File: src/rtl/emr_pkg.sv
`default_nettype none

package emr_pkg;

    // Field widths
    localparam int RADIUS_BITS = 10;
    localparam int COORD_BITS  = 11;
    localparam int OUT_BITS    = 13;

    // Datapath widths
    localparam int SQ_BITS    = 2 * RADIUS_BITS;      // a^2, b^2
    localparam int UV_BITS    = 3 * RADIUS_BITS + 3;  // 8*b^2*x, 8*a^2*y
    localparam int DEC_BITS   = 4 * RADIUS_BITS + 8;  // decision, product register
    localparam int MUL_A_BITS = 3 * RADIUS_BITS + 1;  // wide multiplier operand
    localparam int MUL_B_BITS = 2 * RADIUS_BITS;      // narrow multiplier operand
    localparam int TX_BITS    = RADIUS_BITS + 1;      // 2x+1

    localparam int UPC_BITS = 5;

    // Multiplier operand selection
    typedef enum logic [3:0] {
        MS_NONE = 4'd0,
        MS_AA   = 4'd1,
        MS_BB   = 4'd2,
        MS_A2B  = 4'd3,
        MS_B2TX = 4'd4,
        MS_PTX  = 4'd5,
        MS_A2TY = 4'd6,
        MS_PTY  = 4'd7,
        MS_A2B2 = 4'd8
    } mul_sel_t;

    // Decision register operations
    typedef enum logic [2:0] {
        D_HOLD  = 3'd0,
        D_INIT  = 3'd1,
        D_LOADP = 3'd2,
        D_ADD4P = 3'd3,
        D_SUB4P = 3'd4,
        D_R1    = 3'd5,
        D_R2    = 3'd6
    } d_op_t;

    typedef enum logic [1:0] {
        EM_NONE  = 2'd0,
        EM_POINT = 2'd1,
        EM_NULL  = 2'd2
    } emit_t;

    // Jump conditions of the sequencer
    typedef enum logic [2:0] {
        C_NEVER    = 3'd0,
        C_ALWAYS   = 3'd1,
        C_NO_INPUT = 3'd2,
        C_REQ_STEP = 3'd3,
        C_IDLE     = 3'd4,
        C_REGION2  = 3'd5,
        C_R1_OK    = 3'd6
    } cond_t;

    typedef struct packed {
        mul_sel_t mul_sel;
        d_op_t    d_op;
        logic     ld_a2;
        logic     ld_b2;
        logic     ld_start;
        logic     set_in2;
        emit_t    emit;
    } ctrl_t;

    typedef struct packed {
        logic                take_in;
        cond_t               cond;
        logic [UPC_BITS-1:0] target;
        ctrl_t               ctrl;
    } uword_t;

    typedef struct packed {
        logic req_step;
        logic busy;
        logic in_two;
        logic r1_ok;
    } stat_t;

    // Program addresses
    localparam logic [UPC_BITS-1:0] UA_WAIT     = UPC_BITS'(0);
    localparam logic [UPC_BITS-1:0] UA_DISPATCH = UPC_BITS'(1);
    localparam logic [UPC_BITS-1:0] UA_SQ_A     = UPC_BITS'(2);
    localparam logic [UPC_BITS-1:0] UA_SQ_B     = UPC_BITS'(3);
    localparam logic [UPC_BITS-1:0] UA_LD_B2    = UPC_BITS'(4);
    localparam logic [UPC_BITS-1:0] UA_A2B      = UPC_BITS'(5);
    localparam logic [UPC_BITS-1:0] UA_LD_START = UPC_BITS'(6);
    localparam logic [UPC_BITS-1:0] UA_STEP     = UPC_BITS'(7);
    localparam logic [UPC_BITS-1:0] UA_CHK_R2   = UPC_BITS'(8);
    localparam logic [UPC_BITS-1:0] UA_CHK_R1   = UPC_BITS'(9);
    localparam logic [UPC_BITS-1:0] UA_RI0      = UPC_BITS'(10);
    localparam logic [UPC_BITS-1:0] UA_RI1      = UPC_BITS'(11);
    localparam logic [UPC_BITS-1:0] UA_RI2      = UPC_BITS'(12);
    localparam logic [UPC_BITS-1:0] UA_RI3      = UPC_BITS'(13);
    localparam logic [UPC_BITS-1:0] UA_RI4      = UPC_BITS'(14);
    localparam logic [UPC_BITS-1:0] UA_RI5      = UPC_BITS'(15);
    localparam logic [UPC_BITS-1:0] UA_R2       = UPC_BITS'(16);
    localparam logic [UPC_BITS-1:0] UA_EMIT     = UPC_BITS'(17);
    localparam logic [UPC_BITS-1:0] UA_R1       = UPC_BITS'(18);
    localparam logic [UPC_BITS-1:0] UA_NULL     = UPC_BITS'(19);

    // Control store
    function automatic uword_t ucode_rom(input logic [UPC_BITS-1:0] addr);
        uword_t uw;
        uw = '0;
        case (addr)
            UA_WAIT:
            begin
                uw.take_in = 1'b1;
                uw.cond    = C_NO_INPUT;
                uw.target  = UA_WAIT;
            end
            UA_DISPATCH:
            begin
                uw.cond   = C_REQ_STEP;
                uw.target = UA_STEP;
            end
            UA_SQ_A:
            begin
                uw.ctrl.mul_sel = MS_AA;
            end
            UA_SQ_B:
            begin
                uw.ctrl.ld_a2   = 1'b1;
                uw.ctrl.mul_sel = MS_BB;
            end
            UA_LD_B2:
            begin
                uw.ctrl.ld_b2 = 1'b1;
            end
            UA_A2B:
            begin
                uw.ctrl.mul_sel = MS_A2B;
                uw.ctrl.d_op    = D_INIT;
            end
            UA_LD_START:
            begin
                uw.ctrl.d_op     = D_SUB4P;
                uw.ctrl.ld_start = 1'b1;
                uw.cond          = C_ALWAYS;
                uw.target        = UA_EMIT;
            end
            UA_STEP:
            begin
                uw.cond   = C_IDLE;
                uw.target = UA_NULL;
            end
            UA_CHK_R2:
            begin
                uw.cond   = C_REGION2;
                uw.target = UA_R2;
            end
            UA_CHK_R1:
            begin
                uw.cond   = C_R1_OK;
                uw.target = UA_R1;
            end
            UA_RI0:
            begin
                uw.ctrl.mul_sel = MS_B2TX;
                uw.ctrl.set_in2 = 1'b1;
            end
            UA_RI1:
            begin
                uw.ctrl.mul_sel = MS_PTX;
            end
            UA_RI2:
            begin
                uw.ctrl.d_op    = D_LOADP;
                uw.ctrl.mul_sel = MS_A2TY;
            end
            UA_RI3:
            begin
                uw.ctrl.mul_sel = MS_PTY;
            end
            UA_RI4:
            begin
                uw.ctrl.d_op    = D_ADD4P;
                uw.ctrl.mul_sel = MS_A2B2;
            end
            UA_RI5:
            begin
                uw.ctrl.d_op = D_SUB4P;
            end
            UA_R2:
            begin
                uw.ctrl.d_op = D_R2;
            end
            UA_EMIT:
            begin
                uw.ctrl.emit = EM_POINT;
                uw.cond      = C_ALWAYS;
                uw.target    = UA_WAIT;
            end
            UA_R1:
            begin
                uw.ctrl.d_op = D_R1;
                uw.cond      = C_ALWAYS;
                uw.target    = UA_EMIT;
            end
            UA_NULL:
            begin
                uw.ctrl.emit = EM_NULL;
                uw.cond      = C_ALWAYS;
                uw.target    = UA_WAIT;
            end
            default:
            begin
                uw.cond   = C_ALWAYS;
                uw.target = UA_WAIT;
            end
        endcase
        return uw;
    endfunction

endpackage

`default_nettype wire

File: src/rtl/emr_datapath.sv
`default_nettype none

module emr_datapath (
    input  wire logic                              clk,
    input  wire logic                              rst_n,
    input  wire emr_pkg::ctrl_t                    ctrl,
    input  wire logic                              cap_en,
    input  wire logic                              req_type,
    input  wire logic [emr_pkg::COORD_BITS-1:0]    center_x,
    input  wire logic [emr_pkg::COORD_BITS-1:0]    center_y,
    input  wire logic [emr_pkg::RADIUS_BITS-1:0]   radius_a,
    input  wire logic [emr_pkg::RADIUS_BITS-1:0]   radius_b,
    output emr_pkg::stat_t                         stat,
    output logic signed [emr_pkg::OUT_BITS-1:0]    x_plus,
    output logic signed [emr_pkg::OUT_BITS-1:0]    x_minus,
    output logic signed [emr_pkg::OUT_BITS-1:0]    y_plus,
    output logic signed [emr_pkg::OUT_BITS-1:0]    y_minus,
    output logic                                   last_point
);
    import emr_pkg::*;

    // Control state
    logic req_reg, req_next;
    logic in2_reg, in2_next;
    logic busy_reg, busy_next;

    // Payload state
    logic [COORD_BITS-1:0]  cx_reg, cx_next;
    logic [COORD_BITS-1:0]  cy_reg, cy_next;
    logic [RADIUS_BITS-1:0] ra_reg, ra_next;
    logic [RADIUS_BITS-1:0] rb_reg, rb_next;
    logic [SQ_BITS-1:0]     a2_reg, a2_next;
    logic [SQ_BITS-1:0]     b2_reg, b2_next;
    logic [RADIUS_BITS-1:0] x_reg, x_next;
    logic [RADIUS_BITS-1:0] y_reg, y_next;
    logic [UV_BITS-1:0]     u_reg, u_next;
    logic [UV_BITS-1:0]     v_reg, v_next;
    logic [DEC_BITS-1:0]    d_reg, d_next;
    logic [DEC_BITS-1:0]    p_reg, p_next;

    // Step terms
    logic                         x_sat;
    logic [RADIUS_BITS-1:0]       x_inc;
    logic [UV_BITS-1:0]           u_inc;
    logic [RADIUS_BITS-1:0]       y_dec;
    logic [UV_BITS-1:0]           v_dec;
    logic                         d_neg;
    logic                         d_pos;
    logic [DEC_BITS-1:0]          a2_x4;
    logic [DEC_BITS-1:0]          b2_x4;
    logic [DEC_BITS-1:0]          p_x4;
    logic [TX_BITS-1:0]           tx;
    logic [MUL_A_BITS-1:0]        mul_a;
    logic [MUL_B_BITS-1:0]        mul_b;
    logic [MUL_A_BITS+MUL_B_BITS-1:0] mul_prod;

    // Saturating x advance with its tracked 8*b^2*x
    assign x_sat = (x_reg == {RADIUS_BITS{1'b1}});
    assign x_inc = x_sat ? x_reg : x_reg + RADIUS_BITS'(1);
    assign u_inc = x_sat ? u_reg : u_reg + (UV_BITS'(b2_reg) << 3);

    // y retreat with its tracked 8*a^2*y
    assign y_dec = y_reg - RADIUS_BITS'(1);
    assign v_dec = v_reg - (UV_BITS'(a2_reg) << 3);

    assign d_neg = d_reg[DEC_BITS-1];
    assign d_pos = !d_neg && (d_reg != '0);

    assign a2_x4 = DEC_BITS'(a2_reg) << 2;
    assign b2_x4 = DEC_BITS'(b2_reg) << 2;
    assign p_x4  = p_reg << 2;
    assign tx    = {x_reg, 1'b1};

    // Select multiplier operands
    always_comb
    begin
        mul_a = '0;
        mul_b = '0;
        case (ctrl.mul_sel)
            MS_AA:
            begin
                mul_a = MUL_A_BITS'(ra_reg);
                mul_b = MUL_B_BITS'(ra_reg);
            end
            MS_BB:
            begin
                mul_a = MUL_A_BITS'(rb_reg);
                mul_b = MUL_B_BITS'(rb_reg);
            end
            MS_A2B:
            begin
                mul_a = MUL_A_BITS'(a2_reg);
                mul_b = MUL_B_BITS'(rb_reg);
            end
            MS_B2TX:
            begin
                mul_a = MUL_A_BITS'(b2_reg);
                mul_b = MUL_B_BITS'(tx);
            end
            MS_PTX:
            begin
                mul_a = p_reg[MUL_A_BITS-1:0];
                mul_b = MUL_B_BITS'(tx);
            end
            MS_A2TY:
            begin
                mul_a = MUL_A_BITS'(a2_reg);
                mul_b = MUL_B_BITS'(y_dec);
            end
            MS_PTY:
            begin
                mul_a = p_reg[MUL_A_BITS-1:0];
                mul_b = MUL_B_BITS'(y_dec);
            end
            MS_A2B2:
            begin
                mul_a = MUL_A_BITS'(a2_reg);
                mul_b = MUL_B_BITS'(b2_reg);
            end
            default:
            begin
                mul_a = '0;
                mul_b = '0;
            end
        endcase
    end

    assign mul_prod = (MUL_A_BITS+MUL_B_BITS)'(mul_a) * (MUL_A_BITS+MUL_B_BITS)'(mul_b);

    // Product register and squared radii
    always_comb
    begin
        p_next  = (ctrl.mul_sel == MS_NONE) ? p_reg : DEC_BITS'(mul_prod);
        a2_next = ctrl.ld_a2 ? SQ_BITS'(p_reg) : a2_reg;
        b2_next = ctrl.ld_b2 ? SQ_BITS'(p_reg) : b2_reg;
    end

    // Decision value
    always_comb
    begin
        d_next = d_reg;
        case (ctrl.d_op)
            D_INIT:  d_next = DEC_BITS'(a2_reg) + b2_x4;
            D_LOADP: d_next = p_reg;
            D_ADD4P: d_next = d_reg + p_x4;
            D_SUB4P: d_next = d_reg - p_x4;
            D_R1:
            begin
                if (d_neg)
                    d_next = d_reg + DEC_BITS'(u_inc) + b2_x4;
                else
                    d_next = d_reg + DEC_BITS'(u_inc) + b2_x4 - DEC_BITS'(v_dec);
            end
            D_R2:
            begin
                if (d_pos)
                    d_next = d_reg + a2_x4 - DEC_BITS'(v_dec);
                else
                    d_next = d_reg + DEC_BITS'(u_inc) + a2_x4 - DEC_BITS'(v_dec);
            end
            default: d_next = d_reg;
        endcase
    end

    // Offsets and their tracked products
    always_comb
    begin
        x_next = x_reg;
        y_next = y_reg;
        u_next = u_reg;
        v_next = v_reg;
        if (ctrl.ld_start)
        begin
            x_next = '0;
            y_next = rb_reg;
            u_next = '0;
            v_next = UV_BITS'(p_reg) << 3;
        end
        else if (ctrl.d_op == D_R1)
        begin
            x_next = x_inc;
            u_next = u_inc;
            if (!d_neg)
            begin
                y_next = y_dec;
                v_next = v_dec;
            end
        end
        else if (ctrl.d_op == D_R2)
        begin
            y_next = y_dec;
            v_next = v_dec;
            if (!d_pos)
            begin
                x_next = x_inc;
                u_next = u_inc;
            end
        end
    end

    // Region, busy and input capture
    always_comb
    begin
        req_next  = cap_en ? req_type : req_reg;
        cx_next   = cx_reg;
        cy_next   = cy_reg;
        ra_next   = ra_reg;
        rb_next   = rb_reg;
        in2_next  = in2_reg;
        busy_next = busy_reg;
        if (cap_en && !req_type)
        begin
            cx_next = center_x;
            cy_next = center_y;
            ra_next = radius_a;
            rb_next = radius_b;
        end
        if (ctrl.ld_start)
        begin
            in2_next  = 1'b0;
            busy_next = 1'b1;
        end
        if (ctrl.set_in2)
            in2_next = 1'b1;
        // drop busy once the last point goes out
        if (ctrl.emit == EM_POINT && y_reg == '0)
            busy_next = 1'b0;
    end

    always_ff @(posedge clk or negedge rst_n)
    begin
        if (!rst_n)
        begin
            req_reg  <= 1'b0;
            in2_reg  <= 1'b0;
            busy_reg <= 1'b0;
        end
        else
        begin
            req_reg  <= req_next;
            in2_reg  <= in2_next;
            busy_reg <= busy_next;
        end
    end

    always_ff @(posedge clk)
    begin
        cx_reg <= cx_next;
        cy_reg <= cy_next;
        ra_reg <= ra_next;
        rb_reg <= rb_next;
        a2_reg <= a2_next;
        b2_reg <= b2_next;
        x_reg  <= x_next;
        y_reg  <= y_next;
        u_reg  <= u_next;
        v_reg  <= v_next;
        d_reg  <= d_next;
        p_reg  <= p_next;
    end

    // Status toward the sequencer
    always_comb
    begin
        stat.req_step = req_reg;
        stat.busy     = busy_reg;
        stat.in_two   = in2_reg;
        stat.r1_ok    = (u_reg <= v_reg);
    end

    // Four symmetric pixels of the current point
    assign x_plus     = OUT_BITS'(cx_reg) + OUT_BITS'(x_reg);
    assign x_minus    = OUT_BITS'(cx_reg) - OUT_BITS'(x_reg);
    assign y_plus     = OUT_BITS'(cy_reg) + OUT_BITS'(y_reg);
    assign y_minus    = OUT_BITS'(cy_reg) - OUT_BITS'(y_reg);
    assign last_point = (y_reg == '0);

endmodule

`default_nettype wire

File: src/rtl/ellipse_midpoint_rasterizer.sv
`default_nettype none

// Midpoint ellipse rasterizer.
// Input channel (in_valid/in_ready): a word with req_type 0 starts an ellipse at
// (center_x, center_y) with radii radius_a, radius_b; req_type 1 asks for the next point.
// Output channel (out_valid/out_ready): one word per input word. point_valid is 1 with
// the four mirrored pixels; last_point marks the point where the y offset reaches zero,
// after which the block is idle and a step word returns point_valid 0 with zero fields.
// A start word while an ellipse is running drops it and begins the new one.
// Each kind of word takes its own path through the control program: start, region-1 step,
// region-2 step, first region-2 step (decision reload), step while idle.
// One word is in flight at a time; the next input is accepted when the control program
// returns to its wait step, after the emit step that registers the result. The microcoded
// sequencer steps a single datapath with one shared multiplier, one control word per
// cycle except while it holds at its emit step.
// The output register lets a finished word wait while the next input is taken; when the
// receiver stalls with a word still held, the program holds at its emit step.
// Reset empties the output register, clears the busy and region flags, and parks the
// program at its wait step.

module ellipse_midpoint_rasterizer (
    input  wire logic                              clk,
    input  wire logic                              rst_n,
    input  wire logic                              in_valid,
    output logic                                   in_ready,
    input  wire logic                              req_type,
    input  wire logic [emr_pkg::COORD_BITS-1:0]    center_x,
    input  wire logic [emr_pkg::COORD_BITS-1:0]    center_y,
    input  wire logic [emr_pkg::RADIUS_BITS-1:0]   radius_a,
    input  wire logic [emr_pkg::RADIUS_BITS-1:0]   radius_b,
    output logic                                   out_valid,
    input  wire logic                              out_ready,
    output logic                                   point_valid,
    output logic signed [emr_pkg::OUT_BITS-1:0]    x_plus,
    output logic signed [emr_pkg::OUT_BITS-1:0]    x_minus,
    output logic signed [emr_pkg::OUT_BITS-1:0]    y_plus,
    output logic signed [emr_pkg::OUT_BITS-1:0]    y_minus,
    output logic                                   last_point
);
    import emr_pkg::*;

    logic [UPC_BITS-1:0] upc_reg, upc_next;
    uword_t              uw;
    ctrl_t               ctrl_eff;
    stat_t               stat;
    logic                stall;
    logic                emit_fire;
    logic                cap_en;
    logic                jump;

    logic signed [OUT_BITS-1:0] dp_x_plus;
    logic signed [OUT_BITS-1:0] dp_x_minus;
    logic signed [OUT_BITS-1:0] dp_y_plus;
    logic signed [OUT_BITS-1:0] dp_y_minus;
    logic                       dp_last;

    logic                       out_valid_reg, out_valid_next;
    logic                       pv_reg, pv_next;
    logic signed [OUT_BITS-1:0] xp_reg, xp_next;
    logic signed [OUT_BITS-1:0] xm_reg, xm_next;
    logic signed [OUT_BITS-1:0] yp_reg, yp_next;
    logic signed [OUT_BITS-1:0] ym_reg, ym_next;
    logic                       last_reg, last_next;

    // Decode the current control word
    always_comb
    begin
        uw        = ucode_rom(upc_reg);
        stall     = (uw.ctrl.emit != EM_NONE) && out_valid_reg && !out_ready;
        emit_fire = (uw.ctrl.emit != EM_NONE) && !stall;
        ctrl_eff  = stall ? '0 : uw.ctrl;
        in_ready  = uw.take_in;
        cap_en    = in_valid && uw.take_in;
    end

    // Next step: hold on stall, else jump or advance
    always_comb
    begin
        case (uw.cond)
            C_NEVER:    jump = 1'b0;
            C_ALWAYS:   jump = 1'b1;
            C_NO_INPUT: jump = !in_valid;
            C_REQ_STEP: jump = stat.req_step;
            C_IDLE:     jump = !stat.busy;
            C_REGION2:  jump = stat.in_two;
            C_R1_OK:    jump = stat.r1_ok;
            default:    jump = 1'b1;
        endcase
        if (stall)
            upc_next = upc_reg;
        else if (jump)
            upc_next = uw.target;
        else
            upc_next = upc_reg + UPC_BITS'(1);
    end

    always_ff @(posedge clk or negedge rst_n)
    begin
        if (!rst_n)
            upc_reg <= UA_WAIT;
        else
            upc_reg <= upc_next;
    end

    emr_datapath u_datapath (
        .clk        (clk),
        .rst_n      (rst_n),
        .ctrl       (ctrl_eff),
        .cap_en     (cap_en),
        .req_type   (req_type),
        .center_x   (center_x),
        .center_y   (center_y),
        .radius_a   (radius_a),
        .radius_b   (radius_b),
        .stat       (stat),
        .x_plus     (dp_x_plus),
        .x_minus    (dp_x_minus),
        .y_plus     (dp_y_plus),
        .y_minus    (dp_y_minus),
        .last_point (dp_last)
    );

    // Output register: load on emit, drop when taken
    always_comb
    begin
        out_valid_next = out_valid_reg && !out_ready;
        pv_next        = pv_reg;
        xp_next        = xp_reg;
        xm_next        = xm_reg;
        yp_next        = yp_reg;
        ym_next        = ym_reg;
        last_next      = last_reg;
        if (emit_fire)
        begin
            out_valid_next = 1'b1;
            if (uw.ctrl.emit == EM_POINT)
            begin
                pv_next   = 1'b1;
                xp_next   = dp_x_plus;
                xm_next   = dp_x_minus;
                yp_next   = dp_y_plus;
                ym_next   = dp_y_minus;
                last_next = dp_last;
            end
            else
            begin
                pv_next   = 1'b0;
                xp_next   = '0;
                xm_next   = '0;
                yp_next   = '0;
                ym_next   = '0;
                last_next = 1'b0;
            end
        end
    end

    always_ff @(posedge clk or negedge rst_n)
    begin
        if (!rst_n)
            out_valid_reg <= 1'b0;
        else
            out_valid_reg <= out_valid_next;
    end

    always_ff @(posedge clk)
    begin
        pv_reg   <= pv_next;
        xp_reg   <= xp_next;
        xm_reg   <= xm_next;
        yp_reg   <= yp_next;
        ym_reg   <= ym_next;
        last_reg <= last_next;
    end

    assign out_valid   = out_valid_reg;
    assign point_valid = pv_reg;
    assign x_plus      = xp_reg;
    assign x_minus     = xm_reg;
    assign y_plus      = yp_reg;
    assign y_minus     = ym_reg;
    assign last_point  = last_reg;

    // A point goes out only while an ellipse is running
    a_point_needs_busy: assert property (@(posedge clk) disable iff (!rst_n)
        (emit_fire && uw.ctrl.emit == EM_POINT) |-> stat.busy)
        else $error("point emitted while idle");

    // The last point leaves the block idle
    a_last_clears_busy: assert property (@(posedge clk) disable iff (!rst_n)
        (emit_fire && uw.ctrl.emit == EM_POINT && dp_last) |=> !stat.busy)
        else $error("busy still set after last point");

    // An accepted word is dispatched next cycle
    a_accept_dispatch: assert property (@(posedge clk) disable iff (!rst_n)
        (in_valid && in_ready) |=> (upc_reg == UA_DISPATCH))
        else $error("accepted word not dispatched");

    // Region-1 steps never run after the switch to region 2
    a_no_r1_in_r2: assert property (@(posedge clk) disable iff (!rst_n)
        (ctrl_eff.d_op == D_R1) |-> !stat.in_two)
        else $error("region-1 step in region 2");

endmodule

`default_nettype wire

File: config.mk
export PLATFORM = sky130hd
export DESIGN_NAME = ellipse_midpoint_rasterizer
export DESIGN_NICKNAME = d
export VERILOG_FILES = /design/src/rtl/emr_pkg.sv /design/src/rtl/emr_datapath.sv /design/src/rtl/ellipse_midpoint_rasterizer.sv
export SDC_FILE = /design/constraint.sdc
export NUM_CORES = 2
export LEC_CHECK = 0
export ABC_CLOCK_PERIOD_IN_PS = 21200
export BUFFER_PORTS_ARGS = -buffer_cell sky130_fd_sc_hd__buf_2
export CORE_MARGIN = 5
export CORE_UTILIZATION = 55
export DETAILED_ROUTE_END_ITERATION = 8
export PLACE_DENSITY = 0.71
export SYNTH_ARGS = -nofsm -noshare
export SYNTH_HDL_FRONTEND = slang
export SYNTH_SLANG_ARGS = --single-unit
File: constraint.sdc
create_clock -name clk -period 21.2 [get_ports clk]
set_input_delay 2.12 -clock clk [delete_from_list [all_inputs] [get_ports clk]]
set_output_delay 2.12 -clock clk [all_outputs]
set_load 0.005 [all_outputs]
==> impl_results.md <==
- Data required time at the worst endpoint: 21.52 ns
- Ys Warns: 0
- Global routing usage summed across all routing layers: roughly 32%
- Estimated wirelength of the detail-placed design: 136 mm
- Cell repeated most along the worst path: fa_1
- Share of flip-flops with an asynchronous set or reset after synthesis: ~2.9%
- Area Growth Syn to Fin: 6.60%
- Number of input and output port buffers inserted: 100
- H-tree levels: 2
- Count of flip-flops with a built-in enable after synthesis: 266
- Worst path max stage delay: roughly 0.86 ns
- Pin slew with the least headroom to its limit: 1.32 ns
- # hold bufs at CTS: 0
- Status: complete, no violations
- Mean number of vias per cell: 6.05
- Clock tree from TritonCTS: built
- Layout net count: around 7,400
- Number of post-CTS setup repair buffers: 0
- Mapped Avg Cell Area: 8.51 um2
- Top FF cell, synth: edfxtp_1
- DRC Markers: 0
- Max capacitance violation total: 0
- Cell taking the most area after synthesis: fa_1
- Routed vias: between 40,000 and 50,000
- FILL cells: between 8,000 and 9,000
- Number of iterations in the first detailed-routing pass: 7
- Clk pin slew, worst setup/hold paths: roughly 0.060 ns
- Worst-skew pair later-pin latency: 0.59 ns
- Placed Area: 54,300 um2
- Total congestion overflow after global routing: 0
- Relative slew slack: 12.1%
- Number of max-slew violations in the final report: 0
- Post-synthesis cell area: roughly 52,000 um2
- Layout Cell Area excl Fill: roughly 56,000 um2
- Number of antenna-violating nets in the routed design: 0
- Core region area: roughly 95,000 um2
- Setup slack after placement: 10.30 ns
- Clock buffer count from CTS: 41
- Detailed-route wire length per cell: 22.3 um
- Category of the worst setup path capture point: register
- RSZ-0062 raised after global routing: false
- CP max stage cell: nor2b_1
- Clock sink count: approximately 320
- Die W: 318 um
- Site Rows: between 100 and 150
- Detailed Route WL: 167 mm
- Buffer depth of the longest clock path: 3
- Die Footprint: just over 100,000 um2
- Crit path setup slack, layout: 10.18 ns
- Maximum number of pins on one net before global-route repair: 73
- Final Cycle Share: between 50 and 60%
- First-pass GRT wire length: between 200 and 300 mm
- Initial core utilization: 55.2%
- Final number of hold-violating endpoints: 0
- Count of pins on the block boundary: 103
- Unique masters post-synth: 93
- Share of post-route cells with drive strength above 1: under 10%
- Util after Layout: about three fifths
- Gpl congestion: 0.993
- Worst setup SP type: register
- Die height: 318 um
- Largest fanout on the critical path: 20
- Register bit count reported by yosys: 315
- Fmax: slightly above 90 MHz
- Count of final setup violators: 0
- CTS root buf: clkbuf_16
- Cell count after synthesis: 6,129
- Number of resized instances in the post-cts repair step: 0
- Proportion of netlist area held by the largest area contributor: 21.7%
- Number of global-route vias before repair: around 45,000
- Number of antenna violations at the first check in global routing: 4
- Fraction of the yosys area taken by sequential cells: 17.3%
- Critical setup path kind: reg2reg
- Clock period minus worst slack: 11.02 ns
- Setup TNS: 0 ns
- Post-Route Skew: ~0.027 ns
- DRC violation total after the first TritonRoute iteration: 4,840
- Synth top area cells: fa_1, edfxtp_1, ha_1
- Data arrival time of the worst path: about 11 ns
- HP Class: reg2reg
[metal layers]
| metal | routed length, um | vias to the layer above | global-route usage [%] |
|---|---|---|---|
| met1 | 71300 | 22090 | 46.8 |
| li1 | - | 20736 | - |
| met4 | 6350 | 0 | 9.90 |
| met5 | 0 | - | 0 |
| met3 | 18500 | 391 | 7.19 |
| met2 | 71300 | 2217 | 48.6 |
[logic make-up (layout without fill, tap and decap cells)]
logic type	after synthesis	after routing	share of synthesized area (%)
mux	17	17	0.336
buf+inv	1077	1096	7.88
compound gates	1316	1316	16.4
xor+xnor	443	443	7.44
simple gates	1846	1846	15.9
fa+ha+maj	1113	1113	34.8
other cells	2	98	0.0144
flops	315	315	17.3
[cell usage after synthesis, types with 54 or more instances]
library cell  number
nand2_1          700
xnor2_1          285
nor2b_1           54
o21ai_0          242
nor3_1            87
a21oi_1          396
o21bai_1          57
clkbuf_1         189
nor2_1           587
inv_1            857
xor2_1           158
a21o_1           157
fa_1             565
ha_1             548
nand3_1           90
edfxtp_1         266
nand2b_1          58
[area by class of cell]
type	instances	area, um2	share of cell area [%]
Antenna cell	3	7.51	0.0135
Clock buffer	51	1080	1.95
Clock inverter	25	233	0.418
Inverter	860	3230	5.80
Multi-Input combinational cell	4830	39500	71.0
Sequential cell	315	9010	16.2
Tap cell	1265	1580	2.85
Timing Repair Buffer	160	951	1.71
[critical path, delay by kind of cell, from the launching register on]
family,cells,cell delay [ns]
AND/OR/NAND/NOR,11,3.74
AO/OA/AOI/OAI,9,1.95
XOR/XNOR,1,0.09
flip-flops,1,0.43
buffers and inverters,5,0.45
adder cells (fa/ha/maj),9,4.07
[through the flow]
stage	std cells	hold slack, ns
6_report	7509	0.506
5_1_grt	7506	0.537
4_1_cts	7506	0.505
3_5_place_dp	7430	0.497
3_3_place_gp	7430	0.488
2_1_floorplan	6222	0.439
[final timing paths]
path,startpoint,end,slack [ns],cells past startpoint
hold reg to reg,u_datapath.u_reg[5],u_datapath.u_reg[5],0.51,2
hold / removal,u_datapath.u_reg[5],u_datapath.u_reg[5],0.51,2
setup / recovery,upc_reg[0],u_datapath.p_reg[42],10.18,35
setup reg to reg,upc_reg[0],u_datapath.p_reg[42],10.18,35
min in group asynchronous,rst_n,out_valid,1.38,1
max in group asynchronous,rst_n,upc_reg[1],19.60,1
[layout by cell type (no fill, tap or decap), types with 57 or more instances in the layout]
cell      Yosys  final
a21o_1      157    157
a21oi_1     396    396
buf_2         3    100
buf_4         8     60
conb_1        2     95
edfxtp_1    266    266
fa_1        565    565
ha_1        548    548
inv_1       857    857
nand2_1     700    699
nand2b_1     58     58
nand3_1      90     88
nor2_1      587    582
nor3_1       87     84
o21ai_0     242    241
o21bai_1     57     57
xnor2_1     285    285
xor2_1      158    158
Power is not shown: default switching activity piles up to over one toggle a cycle in this logic, so the estimate is an artifact.
